--- src/design/bdc_pkg.sv ---
`default_nettype none
package bdc_pkg;

  localparam int VALUE_W        = 32;
  localparam int NUM_DIGITS     = 10;
  localparam int DIGIT_W        = 4;
  localparam int IDX_W          = 4;
  localparam int BCD_W          = NUM_DIGITS * DIGIT_W;
  localparam int BITS_PER_CYCLE = 4;
  localparam int CONV_CYCLES    = VALUE_W / BITS_PER_CYCLE;
  localparam int CNT_W          = $clog2(CONV_CYCLES);
  localparam int CHAR_W         = 8;

  localparam logic [CHAR_W-1:0]  CHAR_ZERO = 8'd48;
  localparam logic [CHAR_W-1:0]  CHAR_CR   = 8'd13;
  localparam logic [CHAR_W-1:0]  CHAR_LF   = 8'd10;
  localparam logic [DIGIT_W-1:0] DD_LIMIT  = 4'd5;
  localparam logic [DIGIT_W-1:0] DD_ADJUST = 4'd3;

  typedef logic [NUM_DIGITS-1:0][DIGIT_W-1:0] bcd_t;

  typedef struct packed {
    bcd_t             digits;
    logic [IDX_W-1:0] top_idx;
  } entry_t;

  // one double-dabble step: add-3 adjust, then shift in one binary bit
  function automatic bcd_t dd_step(input bcd_t b, input logic bit_in);
    bcd_t             a;
    logic [BCD_W-1:0] flat;
    a = b;
    for (int i = 0; i < NUM_DIGITS; i++) begin
      if (a[i] >= DD_LIMIT) begin
        a[i] = a[i] + DD_ADJUST;
      end
    end
    flat = a;
    return bcd_t'({flat[BCD_W-2:0], bit_in});
  endfunction

  // index of the most significant nonzero digit, zero for a zero value
  function automatic logic [IDX_W-1:0] top_index(input bcd_t b);
    logic [IDX_W-1:0] idx;
    idx = '0;
    for (int i = 1; i < NUM_DIGITS; i++) begin
      if (b[i] != '0) begin
        idx = IDX_W'(i);
      end
    end
    return idx;
  endfunction

endpackage
`default_nettype wire

--- src/design/bdc_front.sv ---
`default_nettype none
module bdc_front
  import bdc_pkg::*;
(
  input  wire logic               clk,
  input  wire logic               rst_n,
  input  wire logic               in_valid,
  output logic                    in_stall,
  input  wire logic [VALUE_W-1:0] in_value,
  output logic                    push_valid,
  input  wire logic               push_ready,
  output entry_t                  push_data
);

  typedef enum logic [2:0] {
    F_IDLE = 3'b001,
    F_CONV = 3'b010,
    F_PUSH = 3'b100
  } front_state_t;

  front_state_t       st_r, st_nxt;
  logic [VALUE_W-1:0] bin_r, bin_nxt, bin_step;
  bcd_t               bcd_r, bcd_nxt, bcd_step;
  logic [CNT_W-1:0]   cnt_r, cnt_nxt;
  logic               accept;

  always_comb begin
    bcd_step = bcd_r;
    bin_step = bin_r;
    for (int s = 0; s < BITS_PER_CYCLE; s++) begin
      bcd_step = dd_step(bcd_step, bin_step[VALUE_W-1]);
      bin_step = bin_step << 1;
    end
  end

  assign in_stall   = !((st_r == F_IDLE) || ((st_r == F_PUSH) && push_ready));
  assign accept     = in_valid && !in_stall;
  assign push_valid = (st_r == F_PUSH);
  assign push_data  = '{digits: bcd_r, top_idx: top_index(bcd_r)};

  always_comb begin
    st_nxt  = st_r;
    bin_nxt = bin_r;
    bcd_nxt = bcd_r;
    cnt_nxt = cnt_r;
    unique case (st_r)
      F_IDLE: begin
        if (accept) st_nxt = F_CONV;
      end
      F_CONV: begin
        bin_nxt = bin_step;
        bcd_nxt = bcd_step;
        cnt_nxt = cnt_r + 1'b1;
        if (cnt_r == CNT_W'(CONV_CYCLES - 1)) st_nxt = F_PUSH;
      end
      F_PUSH: begin
        if (push_ready) st_nxt = accept ? F_CONV : F_IDLE;
      end
      default: st_nxt = F_IDLE;
    endcase
    if (accept) begin
      bin_nxt = in_value;
      bcd_nxt = '0;
      cnt_nxt = '0;
    end
  end

  always_ff @(posedge clk) begin
    if (!rst_n) begin
      st_r <= F_IDLE;
    end else begin
      st_r <= st_nxt;
    end
  end

  always_ff @(posedge clk) begin
    bin_r <= bin_nxt;
    bcd_r <= bcd_nxt;
    cnt_r <= cnt_nxt;
  end

  a_accept_starts_conv: assert property (@(posedge clk) disable iff (!rst_n)
    accept |=> (st_r == F_CONV) && (cnt_r == '0))
    else $error("front: accepted request did not start conversion");

endmodule
`default_nettype wire

--- src/design/bdc_fifo.sv ---
`default_nettype none
module bdc_fifo
  import bdc_pkg::*;
#(
  parameter int DEPTH = 2
) (
  input  wire logic   clk,
  input  wire logic   rst_n,
  input  wire logic   push_valid,
  output logic        push_ready,
  input  wire entry_t push_data,
  output logic        pop_valid,
  input  wire logic   pop_ready,
  output entry_t      pop_data
);

  localparam int PTR_W = $clog2(DEPTH);
  localparam int CNT_W = $clog2(DEPTH + 1);

  entry_t           mem_r [DEPTH];
  logic [PTR_W-1:0] wr_ptr_r, rd_ptr_r;
  logic [CNT_W-1:0] count_r;
  logic             do_push, do_pop;

  assign push_ready = (count_r != CNT_W'(DEPTH));
  assign pop_valid  = (count_r != '0);
  assign pop_data   = mem_r[rd_ptr_r];
  assign do_push    = push_valid && push_ready;
  assign do_pop     = pop_valid && pop_ready;

  always_ff @(posedge clk) begin
    if (!rst_n) begin
      wr_ptr_r <= '0;
      rd_ptr_r <= '0;
      count_r  <= '0;
    end else begin
      if (do_push) begin
        wr_ptr_r <= (wr_ptr_r == PTR_W'(DEPTH - 1)) ? '0 : wr_ptr_r + 1'b1;
      end
      if (do_pop) begin
        rd_ptr_r <= (rd_ptr_r == PTR_W'(DEPTH - 1)) ? '0 : rd_ptr_r + 1'b1;
      end
      if (do_push && !do_pop) begin
        count_r <= count_r + 1'b1;
      end else if (do_pop && !do_push) begin
        count_r <= count_r - 1'b1;
      end
    end
  end

  always_ff @(posedge clk) begin
    if (do_push) mem_r[wr_ptr_r] <= push_data;
  end

  a_count_bound: assert property (@(posedge clk) disable iff (!rst_n)
    count_r <= CNT_W'(DEPTH))
    else $error("fifo: occupancy above depth");

endmodule
`default_nettype wire

--- src/design/bdc_back.sv ---
`default_nettype none
module bdc_back
  import bdc_pkg::*;
(
  input  wire logic        clk,
  input  wire logic        rst_n,
  input  wire logic        pop_valid,
  output logic             pop_ready,
  input  wire entry_t      pop_data,
  output logic             out_valid,
  input  wire logic        out_stall,
  output logic [CHAR_W-1:0] out_character,
  output logic             out_last
);

  typedef enum logic [2:0] {
    PH_DIG = 3'b001,
    PH_CR  = 3'b010,
    PH_LF  = 3'b100
  } phase_t;

  phase_t            ph_r, ph_nxt;
  logic              busy_r, busy_nxt;
  bcd_t              digits_r, digits_nxt;
  logic [IDX_W-1:0]  idx_r, idx_nxt;
  logic              out_valid_r, out_valid_nxt;
  logic [CHAR_W-1:0] out_char_r, out_char_nxt;
  logic              out_last_r, out_last_nxt;
  logic              advance, load;

  assign advance   = !out_valid_r || !out_stall;
  assign pop_ready = advance && (!busy_r || (ph_r == PH_LF));
  assign load      = pop_ready && pop_valid;

  always_comb begin
    ph_nxt        = ph_r;
    busy_nxt      = busy_r;
    digits_nxt    = digits_r;
    idx_nxt       = idx_r;
    out_valid_nxt = out_valid_r;
    out_char_nxt  = out_char_r;
    out_last_nxt  = out_last_r;
    if (advance) begin
      out_valid_nxt = busy_r;
      if (busy_r) begin
        unique case (ph_r)
          PH_DIG: begin
            out_char_nxt = CHAR_ZERO + CHAR_W'(digits_r[idx_r]);
            out_last_nxt = 1'b0;
            if (idx_r == '0) ph_nxt = PH_CR;
            else idx_nxt = idx_r - 1'b1;
          end
          PH_CR: begin
            out_char_nxt = CHAR_CR;
            out_last_nxt = 1'b0;
            ph_nxt       = PH_LF;
          end
          PH_LF: begin
            out_char_nxt = CHAR_LF;
            out_last_nxt = 1'b1;
            busy_nxt     = 1'b0;
          end
          default: begin
            ph_nxt   = PH_DIG;
            busy_nxt = 1'b0;
          end
        endcase
      end
    end
    if (load) begin
      busy_nxt   = 1'b1;
      digits_nxt = pop_data.digits;
      idx_nxt    = pop_data.top_idx;
      ph_nxt     = PH_DIG;
    end
  end

  always_ff @(posedge clk) begin
    if (!rst_n) begin
      ph_r        <= PH_DIG;
      busy_r      <= 1'b0;
      idx_r       <= '0;
      out_valid_r <= 1'b0;
    end else begin
      ph_r        <= ph_nxt;
      busy_r      <= busy_nxt;
      idx_r       <= idx_nxt;
      out_valid_r <= out_valid_nxt;
    end
  end

  always_ff @(posedge clk) begin
    digits_r   <= digits_nxt;
    out_char_r <= out_char_nxt;
    out_last_r <= out_last_nxt;
  end

  assign out_valid     = out_valid_r;
  assign out_character = out_char_r;
  assign out_last      = out_last_r;

  a_last_is_lf: assert property (@(posedge clk) disable iff (!rst_n)
    (out_valid && out_last) |-> (out_character == CHAR_LF))
    else $error("back: last flag on a character other than line feed");

  a_char_legal: assert property (@(posedge clk) disable iff (!rst_n)
    out_valid |-> ((out_character >= CHAR_ZERO && out_character <= CHAR_ZERO + 8'd9)
                   || out_character == CHAR_CR || out_character == CHAR_LF))
    else $error("back: character outside digits, CR and LF");

  a_load_when_free: assert property (@(posedge clk) disable iff (!rst_n)
    load |-> (!busy_r || ph_r == PH_LF))
    else $error("back: new value loaded in the middle of a line");

endmodule
`default_nettype wire

--- src/design/binary_to_decimal_ascii.sv ---
// Flow: an accepted value is converted by double dabble at 4 bits per cycle,
// pushed into the queue, loaded by the back end and registered at the output.
// Throughput: front end takes a new value only once the last is pushed; back end
// sends one character per cycle unless stalled; the slower of the two sets the rate.
// Reset: synchronous active-low rst_n clears control state; queue and pipe empty.
`default_nettype none
module binary_to_decimal_ascii
  import bdc_pkg::*;
#(
  parameter int QUEUE_DEPTH = 2
) (
  input  wire logic               clk,
  input  wire logic               rst_n,
  input  wire logic               in_valid,
  output logic                    in_stall,
  input  wire logic [VALUE_W-1:0] in_value,
  output logic                    out_valid,
  input  wire logic               out_stall,
  output logic [CHAR_W-1:0]       out_character,
  output logic                    out_last
);

  logic   push_valid, push_ready, pop_valid, pop_ready;
  entry_t push_data, pop_data;

  bdc_front u_front (
    .clk        (clk),
    .rst_n      (rst_n),
    .in_valid   (in_valid),
    .in_stall   (in_stall),
    .in_value   (in_value),
    .push_valid (push_valid),
    .push_ready (push_ready),
    .push_data  (push_data)
  );

  bdc_fifo #(
    .DEPTH (QUEUE_DEPTH)
  ) u_fifo (
    .clk        (clk),
    .rst_n      (rst_n),
    .push_valid (push_valid),
    .push_ready (push_ready),
    .push_data  (push_data),
    .pop_valid  (pop_valid),
    .pop_ready  (pop_ready),
    .pop_data   (pop_data)
  );

  bdc_back u_back (
    .clk           (clk),
    .rst_n         (rst_n),
    .pop_valid     (pop_valid),
    .pop_ready     (pop_ready),
    .pop_data      (pop_data),
    .out_valid     (out_valid),
    .out_stall     (out_stall),
    .out_character (out_character),
    .out_last      (out_last)
  );

endmodule
`default_nettype wire

--- config.mk ---
export PLATFORM = sky130hd
export DESIGN_NAME = binary_to_decimal_ascii
export DESIGN_NICKNAME = d
export VERILOG_FILES = /design/src/design/bdc_pkg.sv /design/src/design/bdc_front.sv /design/src/design/bdc_fifo.sv /design/src/design/bdc_back.sv /design/src/design/binary_to_decimal_ascii.sv
export SDC_FILE = /design/constraint.sdc
export NUM_CORES = 1
export LEC_CHECK = 0
export BUFFER_PORTS_ARGS = -buffer_cell sky130_fd_sc_hd__buf_2
export CAP_MARGIN = 30
export CORE_MARGIN = 3
export CORE_UTILIZATION = 63
export DETAILED_ROUTE_END_ITERATION = 8
export GPL_ROUTABILITY_DRIVEN = 0
export PLACE_DENSITY = 0.86
export SYNTH_ARGS = -nofsm -noshare
export SYNTH_HDL_FRONTEND = slang
export SYNTH_HIERARCHICAL = 1
export SYNTH_SLANG_ARGS = --single-unit
--- constraint.sdc ---
create_clock -name clk -period 4.65 [get_ports clk]
set_input_delay 0.2325 -clock clk [delete_from_list [all_inputs] [get_ports clk]]
set_output_delay 0.2325 -clock clk [all_outputs]
set_load 0.02 [all_outputs]
==> results of run 1 <==
## layer usage
| metal | routed length [um] | up-vias |
|---|---|---|
| met2 | 15890 | 488 |
| met5 | 0 | - |
| met3 | 2209 | 75 |
| met4 | 964 | 0 |
| met1 | 13860 | 5314 |
| li1 | - | 5321 |
## how the worst max path moves through the flow
stage                                  startpoint                                  to  slack (ns)
2_1_floorplan  u_front/push_data[32]$_SDFFE_PP0N_  u_front/push_data[39]$_SDFFE_PP0N_        1.06
3_3_place_gp   u_front/push_data[36]$_SDFFE_PP0N_  u_front/push_data[41]$_SDFFE_PP0N_        0.79
3_5_place_dp   u_front/push_data[36]$_SDFFE_PP0N_  u_front/push_data[41]$_SDFFE_PP0N_        0.56
4_1_cts        u_front/push_data[36]$_SDFFE_PP0N_  u_front/push_data[41]$_SDFFE_PP0N_        0.44
5_1_grt        u_front/push_data[36]$_SDFFE_PP0N_  u_front/push_data[41]$_SDFFE_PP0N_        0.02
6_report       u_front/push_data[36]$_SDFFE_PP0N_  u_front/push_data[41]$_SDFFE_PP0N_        0.36
## state kept, by name (all words and copies together), names as in the netlist, named ones only
name / count
u_back/busy_r: 1
u_back/digits_r: 40
u_back/idx_r: 4
u_back/out_character: 5
u_back/out_last: 1
u_back/out_valid: 1
u_back/ph_r: 3
u_fifo/count_r: 2
u_fifo/mem_r: 88
u_fifo/rd_ptr_r: 1
u_fifo/wr_ptr_r: 1
u_front/bin_r: 32
u_front/cnt_r: 3
u_front/push_data: 40
u_front/st_r: 3
## worst reg2reg max path, stage by stage (launching register included)
cell and delay, ns:
dfxtp_1 0.47, inv_1 0.15, ha_1 0.30, nand2b_1 0.17, nor3b_1 0.38, a21oi_1 0.17, inv_1 0.13, ha_1 0.17
o21ai_0 0.09, a31oi_1 0.36, inv_1 0.10, ha_1 0.20, o21ai_0 0.16, a21oi_1 0.09, a21oi_1 0.22, ha_1 0.22
nor2b_1 0.14, nor3_1 0.09, or4b_1 0.51, nand3_1 0.09
## report_power, final
group	switching [mW]	leakage (nW)	internal, mW
Sequential	0.223	2.04	2.49
Clock	0.765	0.340	0.999
Combinational	1.37	3.24	0.953
## cell type report
type / count / area share, %
sequential: 226 / 40.82
tap: 275 / 2.270
inverter: 58 / 1.436
multi-input combinational: 1037 / 46.57
timing repair buffer: 87 / 4.210
clock inverter: 8 / 0.5531
clock buffer: 34 / 4.136
## what timing repair did
action | CTS | global route
hold buffers | 28 | 0
hold endpoints to repair | 28 | 0
gates resized for setup | 0 | 0
## logic make-up (layout without fill, tap and decap cells)
logic type      after synthesis  after routing  share of synthesized area (%)
compound gates              406            406                          20.83
mux                         100            100                          8.394
flops                       226            226                          44.96
buf+inv                     120            187                          3.774
fa+ha+maj                    43             43                          3.856
simple gates                468            468                          16.90
other cells                   1              2                        0.02726
xor+xnor                     18             18                          1.255
## metrics by stage
stage          util, %  total power [mW]  cell area (um2)  cells
3_5_place_dp     66.75             4.975            14160   1655
3_3_place_gp     66.56             4.886            14120   1653
6_report         71.42             6.803            15160   1725
2_1_floorplan        -             4.477            13760   1383
4_1_cts          71.42             6.767            15160   1725
5_1_grt          71.42             7.151            15160   1725
## cell usage after synthesis (all sizes together), types with 12 or more instances
master	n	area [um2]
a211oi	22	180.2
edfxtp	166	4985
ha	40	500.5
mux2i	37	370.4
a31oi	19	118.9
buf	29	176.4
or3	12	75.07
xnor2	16	155.2
or2	12	75.07
nor2	84	320.3
nor3b	18	157.7
o211ai	17	146.4
nor3	48	245.2
nor2b	12	75.07
a21o	13	97.59
nand3	25	130.1
o21ai	84	427.9
inv	58	217.7
o21a	12	90.09
and2	21	131.4
mux2	58	660.6
and3	13	86.33
dfxtp	60	1201
a21oi	93	480.5
clkbuf	33	125.1
nand2b	21	138.9
nand2	171	644.4
==> metrics.txt, run 1 <==
Port Buffers=44; Hold Slack=0.03050 ns; r2r setup slk=0.36 ns; busiest layer in global routing=met2; final hold violations=0; Seq/Total Area, Yosys=44.96%; Hold Path Class=primary input to register; Slowest-stage cell, CP=or4b_1; Core Area=0.02122 mm2; Crit Path Class=register to register; Avg Synthesized Cell Area=9.955 um2; R2R cell count=19; Vias/cell=6.492; root buffer cell=clkbuf_16; grt met3 use=3.321%; n_diodes=0; hpwl dp=21210 um; top cell family by delay on the critical path=simple AND/OR/NAND/NOR gates; Setup TNS=0 ns; CP endpoint kind=register; unrepaired setup endpoints after global routing=false; Critical Path Stages=19; largest net degree at the start of global routing=46; Pleak=5.622 nW; Slew headroom=31.20%; layout cells sized above 1=14.62%; Worst VDD drop=339.2 uV; status=complete, no violations; CP max stage delay=0.51 ns; commonest non-fill, non-tap cells in the layout=nand2_1, edfxtp_1, a21oi_1; row count=53; global route overflow=0; worst setup margin=0.3582 ns; clk_lat worst skew=0.53 ns; vias after detailed routing=11200; hold depth=2; YS warnings=6; Power Density=448.9 mW/mm2; total track usage=27.02%; CTS tree=built; Area Growth Syn to Fin=10.16%; H-tree Lvls=1; period utilization=92.30%; initial antenna violation count=0; commonest non-fill, non-tap cell in the layout=nand2_1; CP required=5.12 ns; vias in the first global route=10720; Max Slew Vio Count=0; flip-flop and latch count after synthesis=226; met2 Resource Use GR=46.69%; fin nets=1509; Max Root-Sink Buffers=3; DRC viols=0; wire per inst=19.08 um; worst clock skew=0.01464 ns; total CTS buffers=23; Starting Density=64.83%; ANT nets after route=0; First DRT Iteration DRCs=1072; Post-Syn Instances=1382; Tightest Pin Transition=1.031 ns; clock sink count=226; Post-synth EDFFs=166; DP Worst Slack=0.5582 ns; Hold Path Origin=in_value[3]; unique cell type count in the Yosys netlist=107; asr flop ratio synth=0%; CP max FO=6; first-pass GRT wire length=53420 um; M1 GR Usage=35.79%; postcts setup bufs=0; mapped cell area=0.01376 mm2; Fillers=1489; die height=153.8 um; Top Ports=47; final setup vio count=0; multi-input logic area=0.007058 mm2; Max Cap Violations=0; First-pass DRT Iterations=6; Cell Chain, Critical Path=inv_1, ha_1, nand2b_1, nor3b_1, a21oi_1, inv_1, ha_1, o21ai_0, a31oi_1, inv_1, ha_1, o21ai_0, a21oi_1, a21oi_1, ha_1, nor2b_1, nor3_1, or4b_1, nand3_1; Most common cell on crit path=ha_1; achievable clock frequency=233.0 MHz; Buf+Inv Stages, Crit Path=3; r2r endpoint=u_front/push_data[41]$_SDFFE_PP0N_; Worst EP arrival=4.76 ns; chip width=153.8 um; final wirelength=32920 um; minimum clock period=4.292 ns; FF+latch area=0.006187 mm2; FF-to-FF Start=u_front/push_data[36]$_SDFFE_PP0N_; main flop type after synthesis=edfxtp_1; CP Launch Type=register; overall die area=0.02365 mm2; end of the worst hold path=u_front/bin_r[3]$_SDFFCE_PN0P_; Clock transition at path regs=0.06 ns
Note: power is estimated with default switching activity, not from simulation.
==> run 2: changes to the inputs <==
--- a/config.mk
+++ b/config.mk
@@ -5,6 +5,7 @@
 export SDC_FILE = /design/constraint.sdc
 export NUM_CORES = 1
 export LEC_CHECK = 0
+export ABC_AREA = 1
 export BUFFER_PORTS_ARGS = -buffer_cell sky130_fd_sc_hd__buf_2
 export CAP_MARGIN = 30
 export CORE_MARGIN = 3
==> metrics.txt, run 2 <==
first-pass GRT wire length=46190 um (-14%); CP max FO=5 (-1); H-tree Lvls=1 (unchanged); status=complete, no violations; row count=51 (-3.8%); Vias/cell=5.480 (-16%); chip width=149.8 um (-2.6%); Setup TNS=0 ns (unchanged); CP Launch Type=register; hpwl dp=18880 um (-11%); cell with the most instances after synthesis=nand2_1; max reg flops=88 (unchanged); global route overflow=0 (unchanged); commonest non-fill, non-tap cell in the layout=nand2_1; Pleak=7.273 nW (+29%); main area contributors after synthesis=edfxtp_1, nand2_1, dfxtp_1; Area Growth Syn to Fin=11.48%; Slew headroom=43.75% (+13 points); Final Power=9.270 mW (+36%); Max Root-Sink Buffers=3 (unchanged); design area=0.01453 mm2 (-4.1%); largest net degree at the start of global routing=45 (-2.2%); Synth area leader=edfxtp_1; Max Slew Vio Count=0 (unchanged); Port Buffers=44 (unchanged); Crit Path Class=register to register; commonest non-fill, non-tap cells in the layout=nand2_1, inv_1, edfxtp_1; vias after detailed routing=10200 (-8.9%); top cell type's share of synthesized area=38.25% (+2.0 points); period utilization=79.62% (-13 points); overall die area=0.02245 mm2 (-5.1%); Tightest Pin Transition=0.8437 ns (-0.1869 ns); wire per inst=14.96 um (-22%); Reg with most FFs=u_fifo/mem_r; main flop type after synthesis=edfxtp_1; Top Ports=47 (unchanged); Starting Density=65.47% (+0.63 points); dpl cells=1798 (+8.6%); multi-input logic area=0.005811 mm2 (-18%); post-placement cell area=0.01349 mm2 (-4.8%); YS warnings=6 (unchanged); Worst EP arrival=4.17 ns (-0.59 ns); clock sink count=226 (unchanged); Most common cell on crit path=nand2_1; Post-Syn Instances=1506 (+9.0%); final hold violations=0 (unchanged); CTS tree=built; fin nets=1654 (+9.6%); unrepaired setup endpoints after global routing=false; total CTS buffers=24 (+4.3%); initial antenna violation count=0 (unchanged); CP required=5.12 ns (about the same); achievable clock frequency=270.1 MHz (+16%); DRC viols=0 (unchanged); Power Density=638.0 mW/mm2 (+42%); vias in the first global route=9916 (-7.5%); n_diodes=0 (unchanged); root buffer cell=clkbuf_16; # resized after CTS=0 (unchanged); unique cell type count in the Yosys netlist=55 (-49%); flip-flop and latch count after synthesis=226 (unchanged); asr flop ratio synth=0% (unchanged); First DRT Iteration DRCs=841 (-22%); worst clock skew=0.02259 ns (+0.007953 ns); Post-synth EDFFs=166 (unchanged); final setup vio count=0 (unchanged); CP endpoint kind=register; FF+latch area=0.006187 mm2 (unchanged); CP max stage delay=0.44 ns (-0.07 ns); clk_lat worst skew=0.52 ns (about the same); fin cells=1861 (+7.9%); Max Cap Violations=0 (unchanged); Core Area=0.01991 mm2 (-6.2%); layout cells sized above 1=17.42% (+2.8 points); Worst VDD drop=441.9 uV (+30%); mapped cell area=0.01303 mm2 (-5.3%); First-pass DRT Iterations=5 (-1); Slowest-stage cell, CP=dfxtp_1; minimum clock period=3.702 ns (-0.5894 ns); Hold Path Class=primary input to register; Post-synth top cells=nand2_1, inv_1, edfxtp_1; Seq/Total Area, Yosys=47.46% (+2.5 points); die height=149.8 um (-2.6%); Fillers=1387 (-6.9%); ANT nets after route=0 (unchanged); total track usage=25.07% (-1.9 points); Avg Synthesized Cell Area=8.655 um2 (-13%); Clock transition at path regs=0.06 ns (about the same); r2r setup slk=0.95 ns (+0.59 ns); final core utilization=72.98% (+1.6 points); final wirelength=27850 um (-15%)
run 2: cell count changes in the layout (fill, tap and decap cells not counted), moves of 32 or more:
cell     change
o21ai_0     -32
mux2i_1     -37
nand2_1    +293
a21oi_1     -67
mux2_2      -52
nand2_2     +62
inv_1      +155
nand3_1    +118
nor3_1      -42
mux2_4      +38
run 2: cell families after synthesis:
group	count (synthesis)	synth area share, %
AOI/OAI and AO/OA	122	5.674
and+or+nand+nor	810	28.99
buffers and inverters	253	8.121
muxes	44	4.953
xor gates and xnor gates	10	0.9312
adders and majority gates	40	3.840
other	1	0.02877
DFF	226	47.46
run 2: path summary, 6_finish.rpt:
| path | start | endpoint | depth (start not counted) |
|---|---|---|---|
| setup reg to reg | u_front/push_data[40]$_SDFFE_PP0N_ | u_front/push_data[42]$_SDFFE_PP0N_ | 25 |
| hold / removal | in_value[28] | u_front/bin_r[28]$_DFFE_PP_ | 3 |
| setup / recovery | u_front/push_data[40]$_SDFFE_PP0N_ | u_front/push_data[42]$_SDFFE_PP0N_ | 25 |
| hold reg to reg | u_front/push_data[21]$_SDFFE_PP0N_ | u_fifo/mem_r[0][21]$_DFFE_PP_ | 0 |
run 2: cell type report:
class,instances,area share (%)
flip-flops and latches,226,42.58
multi-input cells,1028,39.99
inverters,225,5.856
clock buffers,33,4.572
repair buffers,73,3.548
well taps,265,2.282
clock inverters,11,1.171
run 2: report_power, final:
| group | switching [mW] | total (mW) | internal [mW] |
|---|---|---|---|
| Clock | 0.773 | 2.00 | 1.22 |
| Sequential | 0.281 | 3.04 | 2.76 |
| Combinational | 2.73 | 4.23 | 1.50 |
run 2: metrics by stage:
| step | hold WS [ns] | setup WS [ns] |
|---|---|---|
| 2_1_floorplan | 0.3196 | 1.564 |
| 3_3_place_gp | 0.4463 | 1.427 |
| 3_5_place_dp | 0.4511 | 1.122 |
| 4_1_cts | 0.0005447 | 1.078 |
| 5_1_grt | 0.009286 | 0.6142 |
| 6_report | 0.008434 | 0.9476 |
run 2: per-layer routing:
layer	GRT usage, %	vias up	wire, um
li1	-	5063	-
met1	31.58	4737	11400
met2	44.90	328	13980
met3	3.543	70	1732
met4	7.548	0	743
met5	0	-	0
run 2: critical path: cells and delay by family, from the launching register on:
family | cells | cell delay (ns)
xor gates and xnor gates | 1 | 0.19
adders and majority gates | 4 | 0.87
buffers and inverters | 2 | 0.18
DFF | 1 | 0.44
and+or+nand+nor | 18 | 1.98
run 2: what timing repair did:
item	4_1_cts	5_1_grt
buffers inserted	0	0
endpoints found under the hold margin	18	0
hold buffers	18	0
==> run 3: changes to the inputs <==
--- a/config.mk
+++ b/config.mk
@@ -5,14 +5,14 @@
 export SDC_FILE = /design/constraint.sdc
 export NUM_CORES = 1
 export LEC_CHECK = 0
-export ABC_AREA = 1
+export ABC_AREA = 0
 export BUFFER_PORTS_ARGS = -buffer_cell sky130_fd_sc_hd__buf_2
 export CAP_MARGIN = 30
 export CORE_MARGIN = 3
-export CORE_UTILIZATION = 63
+export CORE_UTILIZATION = 57
 export DETAILED_ROUTE_END_ITERATION = 8
 export GPL_ROUTABILITY_DRIVEN = 0
-export PLACE_DENSITY = 0.86
+export PLACE_DENSITY = 0.82
 export SYNTH_ARGS = -nofsm -noshare
 export SYNTH_HDL_FRONTEND = slang
 export SYNTH_HIERARCHICAL = 1
==> constraint.sdc (replaced) <==
create_clock -name clk -period 3.3 [get_ports clk]
set_input_delay 0.165 -clock clk [delete_from_list [all_inputs] [get_ports clk]]
set_output_delay 0.165 -clock clk [all_outputs]
set_load 0.02 [all_outputs]
==> metrics.txt, run 3 (synthesis gave the netlist of run 1 again) <==
root buffer cell=clkbuf_16; Pleak=6.821 nW (-6.2%); commonest non-fill, non-tap cells in the layout=buf_4, nand2_1, edfxtp_1; CP required=3.74 ns (-1.38 ns); Worst EP arrival=3.95 ns (-0.22 ns); Port Buffers=44 (unchanged); Tightest Pin Transition=0.8230 ns (-0.02078 ns); die height=161.4 um (+7.7%); wire per inst=21.29 um (+42%); top cell family by delay on the critical path=compound AO/OA/AOI/OAI gates; Most common cell on crit path=ha_4; Power Density=624.9 mW/mm2 (-2.1%); Top Ports=47 (unchanged); Starting Density=58.27% (-7.2 points); Buf+Inv Stages, Crit Path=4 (+2); Clock transition at path regs=0.07 ns (about the same); clk_lat worst skew=0.53 ns (about the same); Hold Path Class=primary input to register; H-tree Lvls=1 (unchanged); max reg flops=88 (unchanged); met2 Resource Use GR=46.85% (+2.0 points); n_diodes=0 (unchanged); Slowest-stage cell, CP=o32a_1; grt met3 use=3.642% (+0.099 points); r2r endpoint=u_front/push_data[17]$_SDFFE_PP0N_; CP endpoint kind=register; Area Growth Syn to Fin=29.97%; worst clock skew=0.02293 ns (+0.0003385 ns); Critical Path Stages=19 (-24%); vias in the first global route=11780 (+19%); CP max stage delay=0.42 ns (-0.02 ns); commonest non-fill, non-tap cell in the layout=buf_4; initial antenna violation count=0 (unchanged); Max Root-Sink Buffers=3 (unchanged); CTS tree=built; DRC viols=0 (unchanged); failing checks=negative setup slack; minimum clock period=3.508 ns (-0.1947 ns); First DRT Iteration DRCs=1636 (+95%); largest net degree at the start of global routing=38 (-16%); final wirelength=41610 um (+49%); layout cells sized above 1=36.55% (+19 points); busiest layer in global routing=met2; Crit Path Class=register to register; Final Power=11.17 mW (+21%); CP Launch Type=register; hpwl dp=23380 um (+24%); achievable clock frequency=285.1 MHz (+5.6%); global route overflow=0 (unchanged); period utilization=106.3% (+27 points); chip width=161.4 um (+7.7%); worst setup margin=-0.2077 ns (-1.155 ns); first-pass GRT wire length=58090 um (+26%); vias after detailed routing=12830 (+26%); M1 GR Usage=34.38% (+2.8 points); First-pass DRT Iterations=6 (+1); CP Capture Point=u_front/push_data[17]$_SDFFE_PP0N_; unrepaired setup endpoints after global routing=true; Setup TNS=-1.178 ns (-1.178 ns); FF-to-FF Start=u_front/push_data[16]$_SDFFE_PP0N_; final hold violations=0 (unchanged); Vias/cell=6.562 (+20%); status=finished, violations left; clock sink count=226 (unchanged); Critical Path Source=u_front/push_data[16]$_SDFFE_PP0N_; total track usage=26.92% (+1.8 points); Max Slew Vio Count=0 (unchanged); Worst VDD drop=403.2 uV (-8.8%); row count=56 (+9.8%); total CTS buffers=24 (unchanged); CP max FO=4 (-1); r2r setup slk=-0.21 ns (-1.16 ns); R2R cell count=19 (-24%); Slew headroom=45.06% (+1.3 points); overall die area=0.02604 mm2 (+16%); Core Area=0.02361 mm2 (+19%); ANT nets after route=0 (unchanged); final setup vio count=12 (+12); Reg with most FFs=u_fifo/mem_r; Cell Chain, Critical Path=inv_4, ha_4, and2b_2, o31ai_4, nor2_2, inv_1, ha_4, inv_2, o21ai_2, a211oi_2, nor2_1, inv_1, ha_4, nor4_4, a221oi_2, o32a_1, nand2b_4, mux2_2, o22ai_2; Max Cap Violations=0 (unchanged); fin nets=1694 (+2.4%)
## run 3: cell types whose count changed in the layout (fill, tap and decap cells not counted), sizes merged, moves of 37 or more
| cell | delta |
|---|---|
| a21oi | +70 |
| buf | +183 |
| inv | -155 |
| mux2i | +37 |
| nand2 | -364 |
| nand3 | -142 |
| nor3 | +42 |
## run 3: repair_timing
action                                  4_1_cts  5_1_grt
pin swaps                                    17       86
buffers inserted                              5       39
endpoints found under the setup margin       28       36
hold buffers                                 33        0
gates resized for setup                      51      205
hold endpoints to repair                     33        0
## run 3: power by group
group / internal (mW) / leakage [nW] / total, mW / switching (mW)
clock: 1.61 / 0.404 / 2.80 / 1.19
combinational: 2.05 / 4.36 / 4.53 / 2.48
sequential: 3.51 / 2.05 / 3.84 / 0.337
## run 3: layout make-up
cell class	instances	area, um2
Inverter	58	235.2
Tap cell	319	399.1
Timing Repair Buffer	271	2063
Clock buffer	34	710.7
Clock inverter	10	105.1
Fill cell	1372	5732
Multi-Input combinational cell	1037	8138
Sequential cell	226	6230
## run 3: per-layer routing
metal	up-vias	wire length, um
li1	5703	-
met1	6108	15610
met2	811	20550
met3	206	3432
met4	0	2016
met5	-	0
## run 3: stage by stage
step                      utilization [%]  instance area [um2]  cells  hold WS (ns)  setup WS [ns]
final                               75.73                17880   1955       0.08471        -0.2077
after global routing                75.73                17880   1955       0.08520        -0.3822
after CTS                           70.86                16730   1916       0.06866      0.0006000
after detailed placement            65.03                15360   1834        0.4256        -0.1392
after global placement              65.03                15360   1834        0.4246       -0.03563
after floorplan                         -                13870   1383        0.2412       -0.02322
## run 3: worst min-delay path by stage
| stage | start | to | slack (ns) | cells after the start |
|---|---|---|---|---|
| floorplan | rst_n | u_front/st_r[0]$_SDFFE_PN1P_ | 0.24 | 1 |
| global placement | in_value[9] | u_front/bin_r[9]$_DFFE_PP_ | 0.42 | 3 |
| global route | out_stall | u_back/ph_r[1]$_SDFFE_PP0P_ | 0.09 | 4 |
| detailed placement | in_value[12] | u_front/bin_r[12]$_DFFE_PP_ | 0.43 | 3 |
| finish | out_stall | u_back/ph_r[1]$_SDFFE_PP0P_ | 0.08 | 4 |
| CTS | out_stall | u_back/ph_r[1]$_SDFFE_PP0P_ | 0.07 | 4 |
## run 3: tightest hold or removal path, cell delays in order
cell and delay [ns]:
buf_2 0.09, a21boi_1 0.15, nand3_1 0.10, a21oi_1 0.06
